==> src/sv/i2cmr_pkg.sv <==
package i2cmr_pkg;

  localparam logic [15:0] HALF_PERIOD_RESET = 16'd50;
  localparam logic [7:0]  READ_FLAG         = 8'h01;
  localparam logic [3:0]  BYTE_BITS         = 4'd8;

  typedef struct packed {
    logic       scl_level;
    logic       sda_level;
    logic       busy_res;
    logic       done_res;
    logic [7:0] read_data;
  } result_t;

endpackage

==> src/sv/i2cmr_core.sv <==
module i2cmr_core
  import i2cmr_pkg::*;
(
  input  logic          clk,
  input  logic          rst,
  input  logic          cfg_we,
  input  logic [15:0]   cfg_data,
  input  logic          accept,
  input  logic          command,
  input  logic [7:0]    dev_addr,
  input  logic [7:0]    reg_addr,
  input  logic          sda_in,
  output result_t       result
);

  typedef enum logic [4:0] {
    PH_IDLE         = 5'd0,
    PH_ST_HIGH      = 5'd1,
    PH_ST_HOLD      = 5'd2,
    PH_DEV_LOW      = 5'd3,
    PH_DEV_HIGH     = 5'd4,
    PH_DEV_ACK_LOW  = 5'd5,
    PH_DEV_ACK_HIGH = 5'd6,
    PH_REG_LOW      = 5'd7,
    PH_REG_HIGH     = 5'd8,
    PH_REG_ACK_LOW  = 5'd9,
    PH_REG_ACK_HIGH = 5'd10,
    PH_RS_LOW       = 5'd11,
    PH_RS_HIGH      = 5'd12,
    PH_RS_HOLD      = 5'd13,
    PH_RDA_LOW      = 5'd14,
    PH_RDA_HIGH     = 5'd15,
    PH_RDA_ACK_LOW  = 5'd16,
    PH_RDA_ACK_HIGH = 5'd17,
    PH_RX_LOW       = 5'd18,
    PH_RX_HIGH      = 5'd19,
    PH_AK_LOW       = 5'd20,
    PH_AK_HIGH      = 5'd21,
    PH_SP_LOW       = 5'd22,
    PH_SP_HIGH      = 5'd23
  } phase_t;

  logic [15:0] half_period;
  phase_t      phase, phase_next;
  logic [3:0]  bit_count, bit_count_next;
  logic [7:0]  shift_byte, shift_byte_next;
  logic [15:0] tick_divider, tick_divider_next;
  logic [7:0]  latched_device, latched_device_next;
  logic [7:0]  latched_register, latched_register_next;
  logic [7:0]  received_byte, received_byte_next;
  logic        done;
  logic [15:0] hp;
  logic        tick_end;

  assign hp       = (half_period == 16'd0) ? 16'd1 : half_period;
  assign tick_end = ({1'b0, tick_divider} + 17'd1) >= {1'b0, hp};

  always_comb begin
    phase_next            = phase;
    bit_count_next        = bit_count;
    shift_byte_next       = shift_byte;
    tick_divider_next     = tick_divider;
    latched_device_next   = latched_device;
    latched_register_next = latched_register;
    received_byte_next    = received_byte;
    done                  = 1'b0;
    if (phase == PH_IDLE) begin
      if (command) begin
        latched_device_next   = dev_addr;
        latched_register_next = reg_addr;
        tick_divider_next     = 16'd0;
        bit_count_next        = 4'd0;
        shift_byte_next       = 8'd0;
        phase_next            = PH_ST_HIGH;
      end
    end else if (tick_end) begin
      tick_divider_next = 16'd0;
      unique case (phase)
        PH_DEV_LOW, PH_REG_LOW, PH_RDA_LOW,
        PH_DEV_ACK_LOW, PH_REG_ACK_LOW, PH_RDA_ACK_LOW,
        PH_ST_HIGH, PH_RS_LOW, PH_RS_HIGH, PH_RX_LOW,
        PH_AK_LOW, PH_AK_HIGH, PH_SP_LOW: begin
          phase_next = phase_t'(phase + 5'd1);
        end
        PH_DEV_HIGH, PH_REG_HIGH, PH_RDA_HIGH: begin
          shift_byte_next = {shift_byte[6:0], 1'b0};
          bit_count_next  = bit_count + 4'd1;
          phase_next      = (bit_count_next >= BYTE_BITS) ? phase_t'(phase + 5'd1)
                                                          : phase_t'(phase - 5'd1);
        end
        PH_ST_HOLD: begin
          shift_byte_next = latched_device;
          bit_count_next  = 4'd0;
          phase_next      = PH_DEV_LOW;
        end
        PH_DEV_ACK_HIGH: begin
          shift_byte_next = latched_register;
          bit_count_next  = 4'd0;
          phase_next      = PH_REG_LOW;
        end
        PH_REG_ACK_HIGH: begin
          phase_next = PH_RS_LOW;
        end
        PH_RS_HOLD: begin
          shift_byte_next = latched_device | READ_FLAG;
          bit_count_next  = 4'd0;
          phase_next      = PH_RDA_LOW;
        end
        PH_RDA_ACK_HIGH: begin
          shift_byte_next = 8'd0;
          bit_count_next  = 4'd0;
          phase_next      = PH_RX_LOW;
        end
        PH_RX_HIGH: begin
          shift_byte_next = {shift_byte[6:0], sda_in};
          bit_count_next  = bit_count + 4'd1;
          if (bit_count_next >= BYTE_BITS) begin
            received_byte_next = shift_byte_next;
            phase_next         = PH_AK_LOW;
          end else begin
            phase_next = PH_RX_LOW;
          end
        end
        PH_SP_HIGH: begin
          phase_next = PH_IDLE;
          done       = 1'b1;
        end
        default: begin
          phase_next = PH_IDLE;
        end
      endcase
    end else begin
      tick_divider_next = tick_divider + 16'd1;
    end
  end

  always_comb begin
    result.busy_res  = (phase_next != PH_IDLE);
    result.done_res  = done;
    result.read_data = received_byte_next;
    unique case (phase_next)
      PH_DEV_LOW, PH_REG_LOW, PH_RDA_LOW: begin
        result.scl_level = 1'b0;
        result.sda_level = shift_byte_next[7];
      end
      PH_DEV_HIGH, PH_REG_HIGH, PH_RDA_HIGH: begin
        result.scl_level = 1'b1;
        result.sda_level = shift_byte_next[7];
      end
      PH_DEV_ACK_LOW, PH_REG_ACK_LOW, PH_RDA_ACK_LOW, PH_RS_LOW, PH_RX_LOW: begin
        result.scl_level = 1'b0;
        result.sda_level = 1'b1;
      end
      PH_ST_HOLD, PH_RS_HOLD, PH_AK_HIGH, PH_SP_HIGH: begin
        result.scl_level = 1'b1;
        result.sda_level = 1'b0;
      end
      PH_AK_LOW, PH_SP_LOW: begin
        result.scl_level = 1'b0;
        result.sda_level = 1'b0;
      end
      default: begin
        result.scl_level = 1'b1;
        result.sda_level = 1'b1;
      end
    endcase
  end

  always_ff @(posedge clk) begin
    if (rst) begin
      half_period      <= HALF_PERIOD_RESET;
      phase            <= PH_IDLE;
      bit_count        <= 4'd0;
      shift_byte       <= 8'd0;
      tick_divider     <= 16'd0;
      latched_device   <= 8'd0;
      latched_register <= 8'd0;
      received_byte    <= 8'd0;
    end else begin
      if (cfg_we) begin
        half_period <= cfg_data;
      end
      if (accept) begin
        phase            <= phase_next;
        bit_count        <= bit_count_next;
        shift_byte       <= shift_byte_next;
        tick_divider     <= tick_divider_next;
        latched_device   <= latched_device_next;
        latched_register <= latched_register_next;
        received_byte    <= received_byte_next;
      end
    end
  end

endmodule

==> src/sv/i2cmr_obuf.sv <==
module i2cmr_obuf
  import i2cmr_pkg::*;
(
  input  logic    clk,
  input  logic    rst,
  input  logic    load,
  input  result_t result_in,
  output logic    space,
  output logic    valid,
  input  logic    taken,
  output result_t result_out
);

  assign space = !valid || taken;

  always_ff @(posedge clk) begin
    if (rst) begin
      valid <= 1'b0;
    end else begin
      if (load) begin
        valid <= 1'b1;
      end else if (taken) begin
        valid <= 1'b0;
      end
    end
    if (load) begin
      result_out <= result_in;
    end
  end

endmodule

==> src/sv/i2c_master_register_read_unit.sv <==
// Each accepted input beat's result is registered and offered as its result beat in the next cycle.
// Throughput: one tick beat per cycle; the result register drains while the
// next beat is accepted, so only a stalled result register holds off input.
// Reset (rst, synchronous): sequencer idle, half period 50 ticks, latched
// bytes and received byte zero, result register empty.
module i2c_master_register_read_unit
  import i2cmr_pkg::*;
(
  input  logic        clk,
  input  logic        rst,
  input  logic        cfg_valid,
  output logic        cfg_ready,
  input  logic [15:0] cfg_data,
  input  logic        in_valid,
  output logic        in_ready,
  input  logic        command,
  input  logic [7:0]  dev_addr,
  input  logic [7:0]  reg_addr,
  input  logic        sda_in,
  output logic        out_valid,
  input  logic        out_ready,
  output logic        scl_level,
  output logic        sda_level,
  output logic        busy_res,
  output logic        done_res,
  output logic [7:0]  read_data
);

  result_t result_next;
  result_t result_reg;
  logic    accept;

  assign cfg_ready = 1'b1;
  assign accept    = in_valid && in_ready;

  i2cmr_core u_core (
    .clk            (clk),
    .rst            (rst),
    .cfg_we         (cfg_valid && cfg_ready),
    .cfg_data       (cfg_data),
    .accept         (accept),
    .command        (command),
    .dev_addr       (dev_addr),
    .reg_addr       (reg_addr),
    .sda_in         (sda_in),
    .result         (result_next)
  );

  i2cmr_obuf u_obuf (
    .clk        (clk),
    .rst        (rst),
    .load       (accept),
    .result_in  (result_next),
    .space      (in_ready),
    .valid      (out_valid),
    .taken      (out_ready),
    .result_out (result_reg)
  );

  assign scl_level = result_reg.scl_level;
  assign sda_level = result_reg.sda_level;
  assign busy_res  = result_reg.busy_res;
  assign done_res  = result_reg.done_res;
  assign read_data = result_reg.read_data;

endmodule

==> config.mk <==
export PLATFORM = sky130hd
export DESIGN_NAME = i2c_master_register_read_unit
export DESIGN_NICKNAME = d
export VERILOG_FILES = /design/src/sv/i2cmr_pkg.sv /design/src/sv/i2cmr_core.sv /design/src/sv/i2cmr_obuf.sv /design/src/sv/i2c_master_register_read_unit.sv
export SDC_FILE = /design/constraint.sdc
export NUM_CORES = 1
export LEC_CHECK = 0
export ABC_CLOCK_PERIOD_IN_PS = 11300
export BUFFER_PORTS_ARGS = -buffer_cell sky130_fd_sc_hd__buf_2
export CAP_MARGIN = 20
export CORE_AREA = 2 2 121 123
export DETAILED_ROUTE_END_ITERATION = 12
export DIE_AREA = 0 0 123 125
export HOLD_SLACK_MARGIN = 0.15
export PLACE_DENSITY = 0.58
export RECOVER_POWER = 100
export SETUP_SLACK_MARGIN = 0.05
export SLEW_MARGIN = 30
export SYNTH_ARGS = -nofsm -noshare
export SYNTH_HDL_FRONTEND = slang
export SYNTH_SLANG_ARGS = --single-unit
==> constraint.sdc <==
create_clock -name clk -period 11.3 [get_ports clk]
set_input_delay 1.13 -clock clk [delete_from_list [all_inputs] [get_ports clk]]
set_output_delay 1.13 -clock clk [all_outputs]
set_load 0.1 [all_outputs]
==> reports/results.tsv, run 1 <==
metric	value	unit
ctsHoldBuffers	0	
fillers	1480	
hold_end	u_core.latched_register[2]	
grtUsageMet2	24.3	%
port_buffers	52	
ant_nets	0	
core-area	0.0142	mm²
post_cts_resized	0	
hold_depth	2	
die_area	0.0154	mm²
period_share	46.9	%
maxSlewViolCount	82	
outcome	finished with violations	
min_period	5300	ps
grt_pass1_wl	18600	µm
wl_per_cell	14.2	µm
rsz0062_at_grt	false	
firstDrtPassIters	5	
io_pins	54	
regToRegSetupSlack	6000	ps
hold_viol_final	0	
leakagePower	2.13	nW
r2r_start	u_core.tick_divider[0]	
ys_warn_count	0	
power.density	140	mW/mm²
setup_viol	0	
clock_path_buffers	2	
grt_most_used_layer	met2	
arrival	5420	ps
drive_gt1_share	12.7	%
viasPerCell	5.22	
min_from	u_core.latched_register[2]	
tns	0	ps
fp.dieH	125	µm
grt_use_met3	3.47	%
grt_pass1_vias	3833	
grt_max_degree	73	
critPathKind	register to register	
post-route-util	37.8	%
syn_inst	562	
gr-total-overflow	0	
gp_congestion	0.898	
drt-initial-drc-count	251	
grt_usage	15.2	%
syn_avg_cell_area	8.55	µm²
startpoint_type	register	
cts_setup_buffers	0	
clkSinkCount	86	
fin_skew	10.4	ps
end_kind	register	
netlist-cell-type-count	67	
tightest_slew	3190	ps
async_flop_share	0	%
crit_fanout	13	
syn_to_final_growth	11.6	%
drt_wl_total	11100	µm
clk_pin_slew	70	ps
mappedNetlistArea	0.00481	mm²
cap_violations	2	
grtUsageMet1	19.8	%
synth_flop_cell	dfxtp_1	
reg2reg_to	u_core.received_byte[3]	
cts-root-buf	clkbuf_16	
cts_tree	yes	
ys_seq_area_share	38.3	%
syn_nets	625	
initial_utilization	33.8	%
synth_enable_flop_cells	12	
required	11420	ps
dr_total_vias	4084	
hp-class	register to register	
core.rowCount	44	
htreeDepth	3	
grt_antenna_before_repair	0	
max_freq	189	MHz
drc	0	
cts_made_buffers	9	
diodes	0	
insertion_delay	360	ps
relSlewSlack	-112	%
yosys_register_bits	86	
peakVddDrop	0.0736	mV
violations	max-capacitance violations, max-slew violations	
fin_nets	657	
reg2regPathDepth	16	
die-width	123	µm
dp.final_hpwl	8000	µm
==> critical path: stages, from the launching register on <==
cell and delay (ps):
dfxtp_1 420, and3_1 180, nand3_1 160, nor2_1 280, and3_1 270, and2_0 240, nand4_1 190, xnor2_1 170
ha_1 270, nand3_1 110, nor4_1 290, o21ai_0 130, and3_1 330, or2_0 350, nor3_1 1320, mux2i_1 290
nor2_1 60
==> state kept, by name, summed over array words and instances, names as in the netlist <==
signal and cells:
u_core.tick_divider 16, u_core.half_period 16, u_core.phase 5, u_core.latched_register 8
u_obuf.valid 1, u_core.shift_byte 8, u_core.bit_count 4, u_core.latched_device 8
u_core.received_byte 8, u_obuf.result_out 12
==> cells by family (layout without fill, tap and decap cells) <==
kind of cell / Yosys count / after routing / synth area share, %
compound gates: 131 / 131 / 18.0
xor+xnor: 19 / 19 / 3.46
fa+ha+maj: 24 / 24 / 6.25
buf+inv: 56 / 93 / 5.28
flops: 86 / 86 / 38.3
mux: 32 / 32 / 6.90
other cells: 1 / 1 / 0.0780
simple gates: 213 / 213 / 21.8
==> cell type report <==
cell class	instances	area (µm²)	area share [%]
clock buffer	9	225	4.20
clock inverter	7	71.3	1.33
inverter	24	90.1	1.68
multi-input combinational	420	2660	49.6
sequential	86	1840	34.3
tap	184	230	4.29
timing repair buffer	53	246	4.60
==> metal layers <==
metal  routed length [µm]  up-vias
li1                     -     2062
met1                 5190     1930
met2                 5300       79
met3                  446       13
met4                  174        0
met5                    0        -
==> cells in the final DEF, fill, tap and decap left out, types with 5 or more instances in the layout <==
master,instances
nand3_1,14
nor2_1,71
a21oi_1,59
clkbuf_1,15
edfxtp_1,12
ha_1,24
a222oi_1,7
xor2_1,9
nand2_1,59
mux2i_1,23
a22oi_1,6
a21o_1,8
clkbuf_16,9
nor4_1,5
xnor2_1,10
dfxtp_1,74
and3_1,8
a211oi_1,7
buf_2,38
mux2_2,9
nand3b_1,5
nor3_1,16
o21ai_0,15
inv_1,23
==> worst max path at each step <==
stage                            from                      end  slack, ps
3_5_place_dp   u_core.tick_divider[0]    u_obuf.result_out[10]       6900
5_1_grt        u_core.tick_divider[0]  u_core.received_byte[7]       5450
3_3_place_gp                out_ready      u_core.bit_count[2]       7070
6_report       u_core.tick_divider[0]  u_core.received_byte[3]       6000
2_1_floorplan  u_core.tick_divider[0]    u_obuf.result_out[10]       7480
4_1_cts        u_core.tick_divider[0]    u_obuf.result_out[10]       6880
==> cells in the mapped netlist, types with 3 or more instances <==
cell type / instances / area (µm²)
a21oi_1: 59 / 295
and3_1: 7 / 43.8
nand4_1: 4 / 25.0
o21ai_1: 4 / 20.0
o21ai_0: 14 / 70.1
a22oi_1: 6 / 45.0
and2_1: 3 / 18.8
a222oi_1: 7 / 70.1
ha_1: 24 / 300
nand3_1: 14 / 70.1
inv_1: 24 / 90.1
nor3_1: 15 / 75.1
nor4_1: 5 / 31.3
buf_2: 4 / 20.0
xor2_1: 9 / 78.8
mux2_2: 9 / 101
buf_6: 4 / 45.0
nor2b_1: 4 / 25.0
or3_1: 4 / 25.0
edfxtp_1: 12 / 360
nand2_1: 59 / 221
mux2i_1: 23 / 230
nand3b_1: 5 / 37.5
a211oi_1: 6 / 45.0
a21o_1: 8 / 60.1
a31oi_1: 3 / 18.8
clkbuf_1: 21 / 78.8
dfxtp_1: 74 / 1480
nand2b_1: 4 / 25.0
o211ai_1: 3 / 22.5
xnor2_1: 10 / 87.6
nor2_1: 71 / 267
==> stage by stage <==
stage | instance area [µm²] | setup WS (ps) | power [mW] | std cells | hold slack, ps
floorplan | 4810 | 7480 | 0.435 | 562 | 436
global placement | 5140 | 7070 | 0.460 | 767 | 451
detailed placement | 5140 | 6900 | 0.462 | 767 | 451
CTS | 5440 | 6880 | 0.760 | 783 | 461
global route | 5360 | 5450 | 0.785 | 783 | 482
finish | 5360 | 6000 | 0.749 | 783 | 462
==> power breakdown <==
part           internal (mW)  switching (mW)  total, mW
combinational         0.0361          0.0853      0.121
clock                  0.156           0.141      0.297
sequential             0.321         0.00954      0.331
total                  0.514           0.235      0.749
Power figures use the tool's default switching activity.
==> run 2, diff against run 1 <==
--- a/config.mk
+++ b/config.mk
@@ -5,12 +5,13 @@
 export SDC_FILE = /design/constraint.sdc
 export NUM_CORES = 1
 export LEC_CHECK = 0
-export ABC_CLOCK_PERIOD_IN_PS = 11300
+export ABC_AREA = 1
+export ABC_CLOCK_PERIOD_IN_PS = 5400
 export BUFFER_PORTS_ARGS = -buffer_cell sky130_fd_sc_hd__buf_2
 export CAP_MARGIN = 20
-export CORE_AREA = 2 2 121 123
+export CORE_AREA = 2 2 125 127
 export DETAILED_ROUTE_END_ITERATION = 12
-export DIE_AREA = 0 0 123 125
+export DIE_AREA = 0 0 127 129
 export HOLD_SLACK_MARGIN = 0.15
 export PLACE_DENSITY = 0.58
 export RECOVER_POWER = 100
==> constraint.sdc (replaced) <==
create_clock -name clk -period 5.4 [get_ports clk]
set_input_delay 0.54 -clock clk [delete_from_list [all_inputs] [get_ports clk]]
set_output_delay 0.54 -clock clk [all_outputs]
set_load 0.1 [all_outputs]
==> reports/results.tsv, run 2 <==
metric	value	unit
synth.top_cell.area_share	28.9	%
multi_input_area	0.00272	mm²
viasPerCell	4.92	
cts-root-buf	clkbuf_16	
io_pins	54	
core-area	0.0150	mm²
drive_gt1_share	15.1	%
ys_top_cells_by_area	dfxtp_1 29%, nand2_1 11%, edfxtp_1 7.0%	
outcome	finished with violations	
dp.final_hpwl	9070	µm
rsz0062_at_grt	false	
ys_warn_count	0	
ys_seq_area_share	35.9	%
tns	0	ps
firstDrtPassIters	5	
insertion_delay	340	ps
critPathKind	register to register	
drt_wl_total	12500	µm
period_share	78.0	%
final_common_cell	nand2_1	
ctsHoldBuffers	0	
grt_pass1_vias	4326	
fin_nets	821	
diodes	0	
grt_usage	15.6	%
die_area	0.0164	mm²
drc	0	
switching_share	31.5	%
maxSlewViolCount	41	
cts_made_buffers	9	
violations	max-capacitance violations, max-slew violations	
wl_per_cell	13.1	µm
fp.dieH	129	µm
grt_pass1_wl	20700	µm
reg_top3	u_core.half_period x16, u_core.tick_divider x16, u_obuf.result_out x12	
die-width	127	µm
crit_fanout	13	
synth_most_common_cell	nand2_1	
cts_tree	yes	
gr-total-overflow	0	
hold_viol_final	0	
clk_pin_slew	70	ps
power.density	301	mW/mm²
port_buffers	52	
grt_antenna_before_repair	0	
tightest_slew	1990	ps
combPwrFrac	19.3	%
initial_utilization	34.3	%
drt-initial-drc-count	295	
p_clk_share	39.3	%
min_period	4210	ps
dr_total_vias	4679	
syn_to_final_growth	12.0	%
regArea	0.00184	mm²
startpoint_type	register	
grt_max_degree	41	
p_int	1.18	mW
finalHoldWorstSlack	415	ps
p_sw	0.544	mW
htreeDepth	3	
layout_common_cells	152 x nand2_1, 85 x inv_1, 76 x nor2_1	
max_freq	238	MHz
arrival	4350	ps
ant_nets	0	
clkSinkCount	86	
fillers	1642	
mappedNetlistArea	0.00513	mm²
end_kind	register	
yosys_register_bits	86	
async_flop_share	0	%
syn_inst	717	
required	5540	ps
synth_flop_cell	dfxtp_1	
seq_power_share	41.4	%
peakVddDrop	0.148	mV
cap_violations	1	
cts_setup_buffers	0	
gp_congestion	0.894	
post_cts_resized	0	
setup_viol	0	
syn_avg_cell_area	7.15	µm²
syn_nets	780	
synth_enable_flop_cells	12	
netlist-cell-type-count	49	
synth_common_cells	148 x nand2_1, 83 x inv_1, 75 x nor2_1	
synth_area_leader_cell	dfxtp_1	
core.rowCount	45	
relSlewSlack	-33.0	%
leakagePower	2.68	nW
fin_skew	9.06	ps
hp-class	input port to register	
clock_path_buffers	2	
==> run 2: power groups by stage <==
stage	clock, mW	sequential, mW	combinational, mW
6_report	0.678	0.716	0.334
5_1_grt	0.711	0.720	0.372
4_1_cts	0.686	0.716	0.342
3_5_place_dp	0	0.730	0.340
3_3_place_gp	0	0.730	0.339
2_1_floorplan	0	0.781	0.215
==> run 2: critical path, cell delays in order (launching register included) <==
cell      delay (ps)
dfxtp_1          410
ha_1             200
nand2_1           70
inv_1            170
nand3_1          150
nor2_1           170
xnor2_1          130
inv_1             80
ha_1             290
nand2_1           50
inv_1             70
nand2_1           80
inv_1             70
nand2_1           50
o21ai_0          180
nor2_1            60
nand2_1          270
nand3_1          190
a21oi_1          780
inv_2            240
a31oi_1          220
a211oi_1          60
==> run 2: cell families (layout without fill, tap and decap cells) <==
| logic type | Yosys count | in the layout | synth area share (%) |
|---|---|---|---|
| buf+inv | 123 | 169 | 9.93 |
| other cells | 1 | 1 | 0.0731 |
| xor+xnor | 15 | 15 | 2.56 |
| fa+ha+maj | 24 | 24 | 5.85 |
| simple gates | 321 | 321 | 29.4 |
| flops | 86 | 86 | 35.9 |
| compound gates | 147 | 147 | 16.3 |
==> run 2: through the flow <==
stage	util [%]	instance area, µm²	total power [mW]	worst slack, ps	cells
after floorplan	-	5130	0.997	2340	717
after global placement	36.8	5510	1.07	1930	935
after detailed placement	36.8	5510	1.07	1940	935
after CTS	38.9	5830	1.74	1910	951
after global routing	38.4	5750	1.80	733	951
final	38.4	5750	1.73	1190	951
==> run 2: routing by layer <==
layer / track usage (%) / share of wire, % / routed length, µm
met1: 21.7 / 50 / 6170
met4: 4.52 / 1.1 / 136
met2: 25.0 / 45 / 5570
met3: 2.87 / 4.6 / 578
met5: 0 / 0 / 0
==> run 2: path summary, 6_finish.rpt <==
kind / start / endpoint / slack, ps / cells past startpoint
min: reg_addr[4] / u_core.latched_register[4] / 410 / 3
max reg2reg: u_core.tick_divider[0] / u_core.bit_count[3] / 1190 / 21
max: u_core.tick_divider[0] / u_core.bit_count[3] / 1190 / 21
min reg2reg: u_core.half_period[2] / u_core.half_period[2] / 480 / 2
==> run 2: area by class of cell <==
cell class | instances | share of cell area (%)
Multi-Input combinational cell | 508 | 47.3
Tap cell | 188 | 4.09
Clock inverter | 7 | 1.70
Inverter | 99 | 6.53
Clock buffer | 9 | 3.92
Sequential cell | 86 | 32.1
Timing Repair Buffer | 54 | 4.42
